--- config.mk ---
export PLATFORM = sky130hd
export DESIGN_NAME = stop_and_wait_arq_controller_top_flat
export DESIGN_NICKNAME = d
export VERILOG_FILES = /design/src/sawarq_pkg.sv /design/src/sawarq_ifs.sv /design/src/sawarq_cfg_regs.sv /design/src/sawarq_core.sv /design/src/stop_and_wait_arq_controller_top.sv /design/src/flat_wrapper.sv
export SDC_FILE = /design/constraint.sdc
export NUM_CORES = 1
export LEC_CHECK = 0
export ABC_AREA = 1
export BUFFER_PORTS_ARGS = -buffer_cell sky130_fd_sc_hd__buf_2
export CELL_PAD_IN_SITES_DETAIL_PLACEMENT = 0
export CELL_PAD_IN_SITES_GLOBAL_PLACEMENT = 1
export CORE_MARGIN = 5
export CORE_UTILIZATION = 30
export DETAILED_ROUTE_END_ITERATION = 10
export HOLD_SLACK_MARGIN = 0.08
export PLACE_DENSITY = 0.56
export SYNTH_ARGS = -nofsm -noshare
export SYNTH_HDL_FRONTEND = slang
export SYNTH_SLANG_ARGS = --single-unit
--- constraint.sdc ---
create_clock -name clk_i -period 3.3 [get_ports clk_i]
set_input_delay 0.165 -clock clk_i [delete_from_list [all_inputs] [get_ports clk_i]]
set_output_delay 0.165 -clock clk_i [all_outputs]
set_load 0.03 [all_outputs]
--- src/sawarq_pkg.sv ---
// shared types, constants and the id compare mask for the stop-and-wait arq controller
// no dependencies; the cfg regs, core and top import this package
`timescale 1ns / 1ps

package sawarq_pkg;

  // number of leading id bytes that take part in the ack compare
  localparam int unsigned IdBytes = 6;
  localparam int unsigned IdWidth = 48;
  localparam int unsigned TimeWidth = 32;
  localparam int unsigned TimeoutWidth = 16;
  localparam int unsigned RetryLimWidth = 4;
  localparam int unsigned RetryCntWidth = 5;
  localparam int unsigned CfgDataWidth = 16;

  localparam logic [TimeoutWidth-1:0] AckTimeoutReset = 16'd1500;
  localparam logic [RetryLimWidth-1:0] MaxRetriesReset = 4'd3;

  typedef enum logic [1:0] {
    ActSend = 2'd0,
    ActAck  = 2'd1,
    ActTick = 2'd2
  } action_e;

  typedef enum logic {
    CfgAckTimeout = 1'b0,
    CfgMaxRetries = 1'b1
  } cfg_reg_e;

  typedef struct packed {
    action_e              action;
    logic [IdWidth-1:0]   pkt_id;
    logic [TimeWidth-1:0] now_ms;
  } in_item_t;

  typedef struct packed {
    logic accepted;
    logic transmit;
    logic failed;
    logic pending;
  } out_item_t;

  typedef struct packed {
    logic [TimeoutWidth-1:0]  ack_timeout_ms;
    logic [RetryLimWidth-1:0] max_retries;
  } cfg_t;

  // leading bytes set; six or more bytes compare the whole id
  function automatic logic [IdWidth-1:0] id_mask_f(input int unsigned n_bytes);
    logic [IdWidth-1:0] mask;
    mask = '0;
    for (int unsigned b = 0; b < IdWidth / 8; b++) begin
      if (b < n_bytes) begin
        mask[IdWidth-1-8*b -: 8] = 8'hFF;
      end
    end
    return mask;
  endfunction

  localparam logic [IdWidth-1:0] IdMask = id_mask_f(IdBytes);

endpackage

--- src/sawarq_ifs.sv ---
// valid/ready channel interfaces for event items in and result items out
// depends on nothing; field widths match sawarq_pkg
`timescale 1ns / 1ps

interface sawarq_in_if;
  logic        valid;
  logic        ready;
  logic [1:0]  action;
  logic [47:0] pkt_id;
  logic [31:0] now_ms;

  modport source (output valid, action, pkt_id, now_ms, input ready);
  modport sink (input valid, action, pkt_id, now_ms, output ready);
endinterface

interface sawarq_out_if;
  logic valid;
  logic ready;
  logic accepted;
  logic transmit;
  logic failed;
  logic pending;

  modport source (output valid, accepted, transmit, failed, pending, input ready);
  modport sink (input valid, accepted, transmit, failed, pending, output ready);
endinterface

--- src/sawarq_cfg_regs.sv ---
// configuration registers: ack timeout and retry limit, written by index
// depends on sawarq_pkg
`timescale 1ns / 1ps

module sawarq_cfg_regs (
  input  logic                                  clk_i,
  input  logic                                  rst_ni,
  input  logic                                  cfg_we_i,
  input  logic                                  cfg_idx_i,
  input  logic [sawarq_pkg::CfgDataWidth-1:0]   cfg_wdata_i,
  output sawarq_pkg::cfg_t                      cfg_o
);
  import sawarq_pkg::*;

  cfg_t cfg_q, cfg_d;

  always_comb begin
    cfg_d = cfg_q;
    if (cfg_we_i) begin
      case (cfg_reg_e'(cfg_idx_i))
        CfgAckTimeout: cfg_d.ack_timeout_ms = cfg_wdata_i[TimeoutWidth-1:0];
        CfgMaxRetries: cfg_d.max_retries = cfg_wdata_i[RetryLimWidth-1:0];
        default: ;
      endcase
    end
  end

  always_ff @(posedge clk_i or negedge rst_ni) begin
    if (!rst_ni) begin
      cfg_q.ack_timeout_ms <= AckTimeoutReset;
      cfg_q.max_retries <= MaxRetriesReset;
    end else begin
      cfg_q <= cfg_d;
    end
  end

  assign cfg_o = cfg_q;

endmodule

--- src/sawarq_core.sv ---
// protocol state (busy, retry count, deadline, held id) and the per-event update
// depends on sawarq_pkg
`timescale 1ns / 1ps

module sawarq_core (
  input  logic                   clk_i,
  input  logic                   rst_ni,
  input  logic                   advance_i,
  input  sawarq_pkg::in_item_t   item_i,
  input  sawarq_pkg::cfg_t       cfg_i,
  output sawarq_pkg::out_item_t  res_o
);
  import sawarq_pkg::*;

  logic                     busy_q, busy_d;
  logic [RetryCntWidth-1:0] retry_q, retry_d;
  logic [TimeWidth-1:0]     deadline_q, deadline_d;
  logic [IdWidth-1:0]       held_id_q, held_id_d;

  logic [TimeWidth-1:0]     arm_time;
  logic [RetryCntWidth-1:0] retry_inc;
  logic                     id_match;
  out_item_t                res;

  assign arm_time = item_i.now_ms + {{(TimeWidth-TimeoutWidth){1'b0}}, cfg_i.ack_timeout_ms};
  assign retry_inc = retry_q + RetryCntWidth'(1);
  assign id_match = ((held_id_q ^ item_i.pkt_id) & IdMask) == '0;

  always_comb begin
    busy_d = busy_q;
    retry_d = retry_q;
    deadline_d = deadline_q;
    held_id_d = held_id_q;
    res = '0;
    case (item_i.action)
      ActSend: begin
        if (!busy_q) begin
          held_id_d = item_i.pkt_id;
          retry_d = '0;
          deadline_d = '0;
          busy_d = 1'b1;
          res.accepted = 1'b1;
          res.transmit = 1'b1;
        end
      end
      ActAck: begin
        if (busy_q && id_match) begin
          busy_d = 1'b0;
          res.accepted = 1'b1;
        end
      end
      ActTick: begin
        if (busy_q) begin
          // zero deadline means not armed yet
          if (deadline_q == '0) begin
            deadline_d = arm_time;
          end else if (item_i.now_ms >= deadline_q) begin
            retry_d = retry_inc;
            if (retry_inc > {1'b0, cfg_i.max_retries}) begin
              busy_d = 1'b0;
              res.failed = 1'b1;
            end else begin
              deadline_d = arm_time;
              res.accepted = 1'b1;
              res.transmit = 1'b1;
            end
          end
        end
      end
      default: ;
    endcase
    res.pending = busy_d;
  end

  always_ff @(posedge clk_i or negedge rst_ni) begin
    if (!rst_ni) begin
      busy_q <= 1'b0;
      retry_q <= '0;
      deadline_q <= '0;
      held_id_q <= '0;
    end else if (advance_i) begin
      busy_q <= busy_d;
      retry_q <= retry_d;
      deadline_q <= deadline_d;
      held_id_q <= held_id_d;
    end
  end

  assign res_o = res;

endmodule

--- src/stop_and_wait_arq_controller_top.sv ---
// stop-and-wait arq sender controller: event register, state update, result register
// the result register captures a result when its event item moves out of the event register
// throughput: one item per cycle unless out stalls; the state update is a few adds and compares
// reset clears busy, retry count, deadline and held id, and loads the default timeout and limit
// depends on sawarq_pkg, sawarq_ifs, sawarq_cfg_regs, sawarq_core
`timescale 1ns / 1ps

module stop_and_wait_arq_controller_top (
  input  logic                                clk_i,
  input  logic                                rst_ni,
  sawarq_in_if.sink                           in_i,
  sawarq_out_if.source                        out_o,
  input  logic                                cfg_we_i,
  input  logic                                cfg_idx_i,
  input  logic [sawarq_pkg::CfgDataWidth-1:0] cfg_wdata_i
);
  import sawarq_pkg::*;

  logic      in_valid_q;
  in_item_t  in_q;
  logic      out_valid_q;
  out_item_t out_q;
  logic      advance;
  logic      in_ready;
  cfg_t      cfg;
  out_item_t res;

  // the event register moves on whenever the result slot is free or being drained
  assign advance = in_valid_q && (!out_valid_q || out_o.ready);
  assign in_ready = !in_valid_q || advance;
  assign in_i.ready = in_ready;

  always_ff @(posedge clk_i or negedge rst_ni) begin
    if (!rst_ni) begin
      in_valid_q <= 1'b0;
    end else if (in_ready) begin
      in_valid_q <= in_i.valid;
    end
  end

  always_ff @(posedge clk_i) begin
    if (in_ready && in_i.valid) begin
      in_q.action <= action_e'(in_i.action);
      in_q.pkt_id <= in_i.pkt_id;
      in_q.now_ms <= in_i.now_ms;
    end
  end

  sawarq_cfg_regs u_cfg (
    .clk_i       (clk_i),
    .rst_ni      (rst_ni),
    .cfg_we_i    (cfg_we_i),
    .cfg_idx_i   (cfg_idx_i),
    .cfg_wdata_i (cfg_wdata_i),
    .cfg_o       (cfg)
  );

  sawarq_core u_core (
    .clk_i     (clk_i),
    .rst_ni    (rst_ni),
    .advance_i (advance),
    .item_i    (in_q),
    .cfg_i     (cfg),
    .res_o     (res)
  );

  always_ff @(posedge clk_i or negedge rst_ni) begin
    if (!rst_ni) begin
      out_valid_q <= 1'b0;
    end else if (advance) begin
      out_valid_q <= 1'b1;
    end else if (out_o.ready) begin
      out_valid_q <= 1'b0;
    end
  end

  always_ff @(posedge clk_i) begin
    if (advance) begin
      out_q <= res;
    end
  end

  assign out_o.valid = out_valid_q;
  assign out_o.accepted = out_q.accepted;
  assign out_o.transmit = out_q.transmit;
  assign out_o.failed = out_q.failed;
  assign out_o.pending = out_q.pending;

  // giving up a packet always leaves the controller idle
  assert property (@(posedge clk_i) disable iff (!rst_ni)
    out_valid_q && out_q.failed |-> !out_q.pending && !out_q.transmit)
    else $error("failed result still pending or transmitting");

  // every transmission request leaves a packet outstanding
  assert property (@(posedge clk_i) disable iff (!rst_ni)
    out_valid_q && out_q.transmit |-> out_q.accepted && out_q.pending)
    else $error("transmit without accept or pending");

  // a stalled event item is never dropped
  assert property (@(posedge clk_i) disable iff (!rst_ni)
    in_valid_q && !advance |=> in_valid_q && $stable(in_q))
    else $error("stalled event item lost");

endmodule
--- src/flat_wrapper.sv ---
// flat-port wrapper written by rule: the top's interface ports become plain ports
module stop_and_wait_arq_controller_top_flat import sawarq_pkg::*;
  (clk_i, rst_ni, cfg_we_i, cfg_idx_i, cfg_wdata_i, in_i_valid, in_i_action, in_i_pkt_id, in_i_now_ms, in_i_ready, out_o_valid, out_o_accepted, out_o_transmit, out_o_failed, out_o_pending, out_o_ready);
  sawarq_in_if in_i_i ();
  sawarq_out_if out_o_i ();
  input  logic clk_i;
  input  logic rst_ni;
  input  logic cfg_we_i;
  input  logic cfg_idx_i;
  input  logic [sawarq_pkg::CfgDataWidth-1:0] cfg_wdata_i;
  input wire logic [$bits(in_i_i.valid)-1:0] in_i_valid;
  input wire logic [$bits(in_i_i.action)-1:0] in_i_action;
  input wire logic [$bits(in_i_i.pkt_id)-1:0] in_i_pkt_id;
  input wire logic [$bits(in_i_i.now_ms)-1:0] in_i_now_ms;
  output wire logic [$bits(in_i_i.ready)-1:0] in_i_ready;
  output wire logic [$bits(out_o_i.valid)-1:0] out_o_valid;
  output wire logic [$bits(out_o_i.accepted)-1:0] out_o_accepted;
  output wire logic [$bits(out_o_i.transmit)-1:0] out_o_transmit;
  output wire logic [$bits(out_o_i.failed)-1:0] out_o_failed;
  output wire logic [$bits(out_o_i.pending)-1:0] out_o_pending;
  input wire logic [$bits(out_o_i.ready)-1:0] out_o_ready;
  assign in_i_i.valid = in_i_valid;
  assign in_i_i.action = in_i_action;
  assign in_i_i.pkt_id = in_i_pkt_id;
  assign in_i_i.now_ms = in_i_now_ms;
  assign in_i_ready = in_i_i.ready;
  assign out_o_valid = out_o_i.valid;
  assign out_o_accepted = out_o_i.accepted;
  assign out_o_transmit = out_o_i.transmit;
  assign out_o_failed = out_o_i.failed;
  assign out_o_pending = out_o_i.pending;
  assign out_o_i.ready = out_o_ready;
  stop_and_wait_arq_controller_top u_core (.clk_i(clk_i), .rst_ni(rst_ni), .in_i(in_i_i), .out_o(out_o_i), .cfg_we_i(cfg_we_i), .cfg_idx_i(cfg_idx_i), .cfg_wdata_i(cfg_wdata_i));
endmodule
---- Word level (Yosys, flattened, before mapping) ----
Cells that the tools add are included.
Widths: inputs -> output; s select.
word-level totals
  register bits ........................... 194
  word-level logic and storage cells ...... 78
  input port bits ......................... 104
operators by class
  bitwise operators ....................... 5
  muxes and demuxes ....................... 28
  eq/ne operators ......................... 8
  $add $sub $neg .......................... 2
  $lt $le $gt $ge ......................... 2
  reduce and logical (&&, ||, !) cells .... 18
operators with widths
  operator             count
  $mux 32              5
  $pmux 32 s2          1
  $logic_not 48->1     1
  $xor 48x48->48       1
  $add 32x16->32       1
  $ge 32x32->1         1
  $logic_not 32->1     1
  $mux 5               4
  $reduce_and 6->1     2
  $pmux 5 s2           1
  $mux 1               9
  $mux 3               3
  $ne 2x2->1 const B   4
  $ne 3x3->1 const B   2
  $pmux 1 s3           2
  $add 5x1->5 const B  1
  $gt 5x4->1           1
  $mux 2               2
  $not 1->1            4
  $reduce_and 2->1     2
  $reduce_bool 2->1    2
  $reduce_or 4->1      1
  $logic_and 1x1->1    3
  $reduce_and 3->1     1
  6 further kinds      8

---- Longest topological paths before layout ----
  depth in word-level cells ............... 7
  mapped depth ............................ 18
  mapped depth without buffers ............ 18

---- Modules after synthesis ----
A second synthesis with hierarchy kept.
second synthesis, totals
  cell total of the unflattened synthesis .. 1061
  area, all modules ....................... 10313.6 µm²
by module, submodules not included
  module                            instances  area an instance (µm²)  cells each
  sawarq_core                       1          6829.0                  876
  stop_and_wait_arq_controller_top  1          2677.6                  98
  sawarq_cfg_regs                   1          807.0                   87

---- Worst setup path before layout ----
OpenSTA, ideal clock, no wires.
  path type ............................... reg-to-reg
  from .................................... reg u_core.out_valid_q (netlist: u_core.out_o.valid)
  to ...................................... reg u_core.in_q[0] (netlist name), enable pin
  cell stages (with the launch flop) ...... 4
  path buffers ............................ 0
  setup time .............................. 0.436 ns
  clock period less this slack ............ 3.005 ns
  arrival time ............................ 2.570 ns
  path slack .............................. 0.295 ns
  data required time ...................... 2.864 ns
  cells stage by stage .................... dfrtp_1 nand3_1 nand2_1 inv_1
on the way
  longest elaborated chain between the ends .. 5
RTL lines
  element                 line                                    RTL
  start, declared         stop_and_wait_arq_controller_top.sv:21  logic out_valid_q;
  start signal, assigned  stop_and_wait_arq_controller_top.sv:69  out_valid_q <= 1'b0;
  start signal, assigned  stop_and_wait_arq_controller_top.sv:71  out_valid_q <= 1'b1;
  start signal, assigned  stop_and_wait_arq_controller_top.sv:73  out_valid_q <= 1'b0;
  $logic_not 1->1         stop_and_wait_arq_controller_top.sv:29  assign advance = in_valid_q && (!out_valid_q || out_o.ready);
  $logic_or 1x1->1        stop_and_wait_arq_controller_top.sv:29
  $logic_and 1x1->1       stop_and_wait_arq_controller_top.sv:29
  $logic_or 1x1->1        stop_and_wait_arq_controller_top.sv:30  assign in_ready = !in_valid_q || advance;
  via in_i_ready          flat_wrapper.sv:15                      output wire logic [$bits(in_i_i.ready)-1:0] in_i_ready;
  $logic_and 1x1->1       stop_and_wait_arq_controller_top.sv:42  if (in_ready && in_i.valid) begin
  end, declared           stop_and_wait_arq_controller_top.sv:20  in_item_t in_q;
The timed path passes the listed nets, and every way through them passes these cells.
A chain may end at the register's enable or synchronous reset.

---- Worst setup path after layout ----
  from .................................... reg u_core.in_q[15] (netlist name)
  to ...................................... reg u_core.u_core.deadline_q[24]
on the way
  longest elaborated chain between the ends .. 6
  elaborated cells between the ends (all ways) .. 9
RTL lines
  element               line               RTL
  $add 32x16->32        sawarq_core.sv:25  assign arm_time = item_i.now_ms + {{(TimeWidth-TimeoutWidth){1'b0}}, cfg_i.ack_timeout_ms};
  $mux 32               sawarq_core.sv:59  if (retry_inc > {1'b0, cfg_i.max_retries}) begin
  $mux 32               sawarq_core.sv:57  end else if (item_i.now_ms >= deadline_q) begin
  $mux 32               sawarq_core.sv:55  if (deadline_q == '0) begin
  $mux 32               sawarq_core.sv:53  if (busy_q) begin
  $pmux 32 s2           sawarq_core.sv:35  case (item_i.action)
  end signal, assigned  sawarq_core.sv:84  deadline_q <= deadline_d;
  end, declared         sawarq_core.sv:17  logic [TimeWidth-1:0] deadline_q, deadline_d;
Several ways; a longest one is shown, not always the timed one. The select of a mux whose other input is x is not followed.

==> summary.txt <==
=====================================================================================
Hold Path Class ........................................................ input port to register
Register-to-Register Path Depth ........................................           11
Router iterations before antenna repair ................................            4
Sequential cell fraction of total power ................................        43.1%
Type of the setup path with the least slack ............................ register to register
Number of H-tree levels ................................................            4
Power density normalized to cell area ..................................   637 nW/µm²
Clock latency reported for the late side of the worst-skew pair ........      0.44 ns
Pin count of the biggest net entering global routing ...................          109
Global-route wire length before repair .................................     42100 µm
Hold Vio Cnt, Final ....................................................            0
Post-cts sizing count ..................................................            0
Cts bufs inserted ......................................................           17
Total detailed-routing wirelength ......................................     25700 µm
Most common cell after layout, fill and taps aside ..................... sky130_fd_sc_hd__nand2_1
Proportion of netlist area held by the largest area contributor ........        25.3%
Area of the die ........................................................    37900 µm²
Critical register-to-register path endpoint ............................ u_core.u_core.deadline_q[24]
Sum of overflow across all layers after global routing .................            0
Period Utilization, post-route .........................................        82.7%
Leading cell types in the layout, fill and taps excluded ............... sky130_fd_sc_hd__nand2_1, sky130_fd_sc_hd__inv_1, sky130_fd_sc_hd__buf_2
Largest clock skew in the final design .................................    0.0124 ns
Worst flop-to-flop path startpoint ..................................... u_core.in_q[15]
Via Count ..............................................................         7585
Pins Over Slew Limit ...................................................            0
Synth Area in XOR/XNOR .................................................        3.93%
Chip Height ............................................................       195 µm
P&R area growth vs syn .................................................        26.1%
Slew Limit Headroom ....................................................        44.0%
Die W ..................................................................       195 µm
Final-layout worst hold slack ..........................................     0.153 ns
Count of mapped cells out of synthesis .................................         1089
Vias per cell ..........................................................         4.29
Estimated wirelength of the detail-placed design .......................     18700 µm
Area share of fa/ha/maj cells after synthesis ..........................        6.68%
Setup slack of the worst register-to-register path .....................      0.57 ns
Cell at the root of the clock tree ..................................... sky130_fd_sc_hd__clkbuf_16
Net Count, Synth .......................................................         1247
Largest area contributor in the synthesized netlist .................... sky130_fd_sc_hd__edfxtp_1
Number of antenna-violating nets in the routed design ..................            0
Fraction of layout instances using a drive strength above 1 ............        19.9%
Critical-path maximum fanout ...........................................           24
Mean post-synth cell area ..............................................     9.39 µm²
Violation count after the first detailed-routing iteration .............          339
Yosys warning total ....................................................            0
Cell types occupying the most area after synthesis ..................... sky130_fd_sc_hd__edfxtp_1, sky130_fd_sc_hd__dfrtp_1, sky130_fd_sc_hd__nand2_1
Post-route DRC .........................................................            0
Total number of clock tree sinks .......................................          194
TritonCTS clock tree ...................................................         done
Site Rows ..............................................................           67
Max-cap violations .....................................................            0
Post-synthesis compound-gate area fraction .............................        7.49%
Fraction of synthesized area in multiplexers ...........................        3.97%
#FFs+latches synth .....................................................          194
Worst setup slack before clock tree synthesis ..........................     0.538 ns
CTS max path bufs ......................................................            2
Fin Setup TNS ..........................................................         0 ns
Net switching power ....................................................      2.81 mW
Unique masters post-synth ..............................................           44
Placeable Area .........................................................    33600 µm²
Highest Clock Rate .....................................................    0.367 GHz
Leakage power figure ...................................................      5.88 nW
Worst Tran Pin Value ...................................................     0.838 ns
Status ................................................................. complete, no violations
Buffers added on ports .................................................          109
Worst setup slack after layout .........................................     0.572 ns
Unrepaired setup endpoints after global routing ........................        false
Register area share after synthesis ....................................        51.8%
Share of synthesized cell area in and, or, nand and nor gates ..........        19.7%
Diode count ............................................................            0
Weighted congestion at the end of routability-driven global placement ..        0.807
Data required time at the worst endpoint ...............................      3.67 ns
Endpoint, Worst Hold ................................................... u_core.u_cfg.cfg_o[1]
Clock-pin slew of the registers on the worst-case setup and hold paths .      0.08 ns
Via count of the first global-routing pass .............................         7832
Combined area of all synthesized cells .................................    10200 µm²
Number of primary I/O pins .............................................          110
Clock share of power ...................................................        26.3%
Initial antenna violation count ........................................            1
Capturing element type of the critical path ............................     register
Number of synthesized flops with an enable pin .........................           86
Critical path arrival ..................................................      3.10 ns
Most frequently used flop master after synthesis ....................... sky130_fd_sc_hd__dfrtp_1
Startpoint of the tightest hold check path .............................     cfg_we_i
Peak VDD IR ............................................................     0.387 mV
Starting density of the core ...........................................        30.4%
Critical Path Start Type ...............................................     register
Global router's overall resource usage .................................        14.0%
Async set-reset flop share out of synthesis ............................        55.7%
Share of total power consumed by net switching .........................        34.2%
Final setup violation count ............................................            0
Main combinational cell family by area after synthesis ................. simple AND/OR/NAND/NOR gates
Internal ...............................................................      5.40 mW
Shortest clock period the worst path allows after layout ...............      2.73 ns
Final nets .............................................................         1466
WHS Path Cells .........................................................            4
Post-DR wirelength/cell ................................................      14.5 µm
Part of the power in combinational logic ...............................        30.6%
=====================================================================================
[flip-flops by register name (all words and copies together) (netlist names), 5 cells and up]
signal and flops:
u_core.in_q 82, u_core.u_core.held_id_q 48, u_core.u_core.retry_q 5, u_core.u_core.deadline_q 32, u_core.u_cfg.cfg_o 20
[routing by layer]
metal | wire length (µm) | track usage, % | vias to the layer above
met5 | 7 | 0 | -
met1 | 12100 | 18.3 | 3493
met2 | 12700 | 24.1 | 94
met4 | 148 | 2.89 | 2
li1 | - | - | 3986
met3 | 766 | 3.00 | 10
[worst max path at each step]
stage,from,to
5_1_grt,u_core.in_q[15],u_core.u_core.deadline_q[24]
4_1_cts,u_core.in_q[15],u_core.u_core.deadline_q[24]
2_1_floorplan,u_core.out_o.valid,u_core.in_q[0]
6_report,u_core.in_q[15],u_core.u_core.deadline_q[24]
3_3_place_gp,u_core.in_q[15],u_core.u_core.deadline_q[24]
3_5_place_dp,u_core.in_q[15],u_core.u_core.deadline_q[24]
[critical path: stages (launching register included)]
cell                       delay [ns]
sky130_fd_sc_hd__edfxtp_1        0.46
sky130_fd_sc_hd__ha_1            0.33
sky130_fd_sc_hd__nand2_1         0.12
sky130_fd_sc_hd__nor4_1          0.42
sky130_fd_sc_hd__nand2_1         0.10
sky130_fd_sc_hd__nand2_1         0.12
sky130_fd_sc_hd__nand2_1         0.10
sky130_fd_sc_hd__nand3_1         0.12
sky130_fd_sc_hd__nand2_4         0.21
sky130_fd_sc_hd__nor2_8          0.48
sky130_fd_sc_hd__nand2_1         0.12
sky130_fd_sc_hd__o21ai_2         0.08
[synthesized netlist by cell type, drive strengths merged (2+ instances only)]
master	number
inv	143
nor3	10
dfrtp	99
nor2	69
nand4	17
mux2	36
or2	4
buf	11
clkbuf	5
nand3	33
xor2	15
ha	53
a21oi	41
edfxtp	86
o21ai	88
nor4	3
xnor2	30
nand2	324
o211ai	2
dfstp	9
nand3b	6
[kinds of logic after synthesis]
group                    count (synthesis)
AND/OR/NAND/NOR                        467
flip-flops                             194
buffers and inverters                  160
AO/OA/AOI/OAI                          133
adder cells (fa/ha/maj)                 54
XOR/XNOR                                45
multiplexers                            36
[area by class of cell]
class | instances | area, µm²
Inverter | 144 | 546
Sequential cell | 194 | 5300
Clock buffer | 19 | 443
Fill cell | 3393 | 20700
Timing Repair Buffer | 216 | 1630
Multi-Input combinational cell | 735 | 4270
Clock inverter | 12 | 146
Tap cell | 448 | 561
[what timing repair did]
action	CTS	global route
hold endpoints to repair	203	0
setup buffers	0	0
hold buffers	102	0
[power groups by stage]
| stage | clock network (mW) | logic, mW | registers (mW) |
|---|---|---|---|
| after floorplan | 0 | 1.84 | 3.51 |
| after global placement | 0 | 2.44 | 3.58 |
| after detailed placement | 0 | 2.45 | 3.59 |
| after CTS | 2.24 | 2.56 | 3.55 |
| after global routing | 2.33 | 2.91 | 3.62 |
| final | 2.16 | 2.51 | 3.54 |
[stage by stage]
step           std cells  total power [mW]  util (%)  instance area, µm²
6_report            1768              8.21      38.3               12900
5_1_grt             1768              8.86      38.3               12900
4_1_cts             1768              8.36      38.3               12900
3_5_place_dp        1635              6.04      33.6               11300
3_3_place_gp        1635              6.01      33.6               11300
2_1_floorplan       1089              5.35         -               10200
Note: power is estimated with default switching activity, not from simulation.
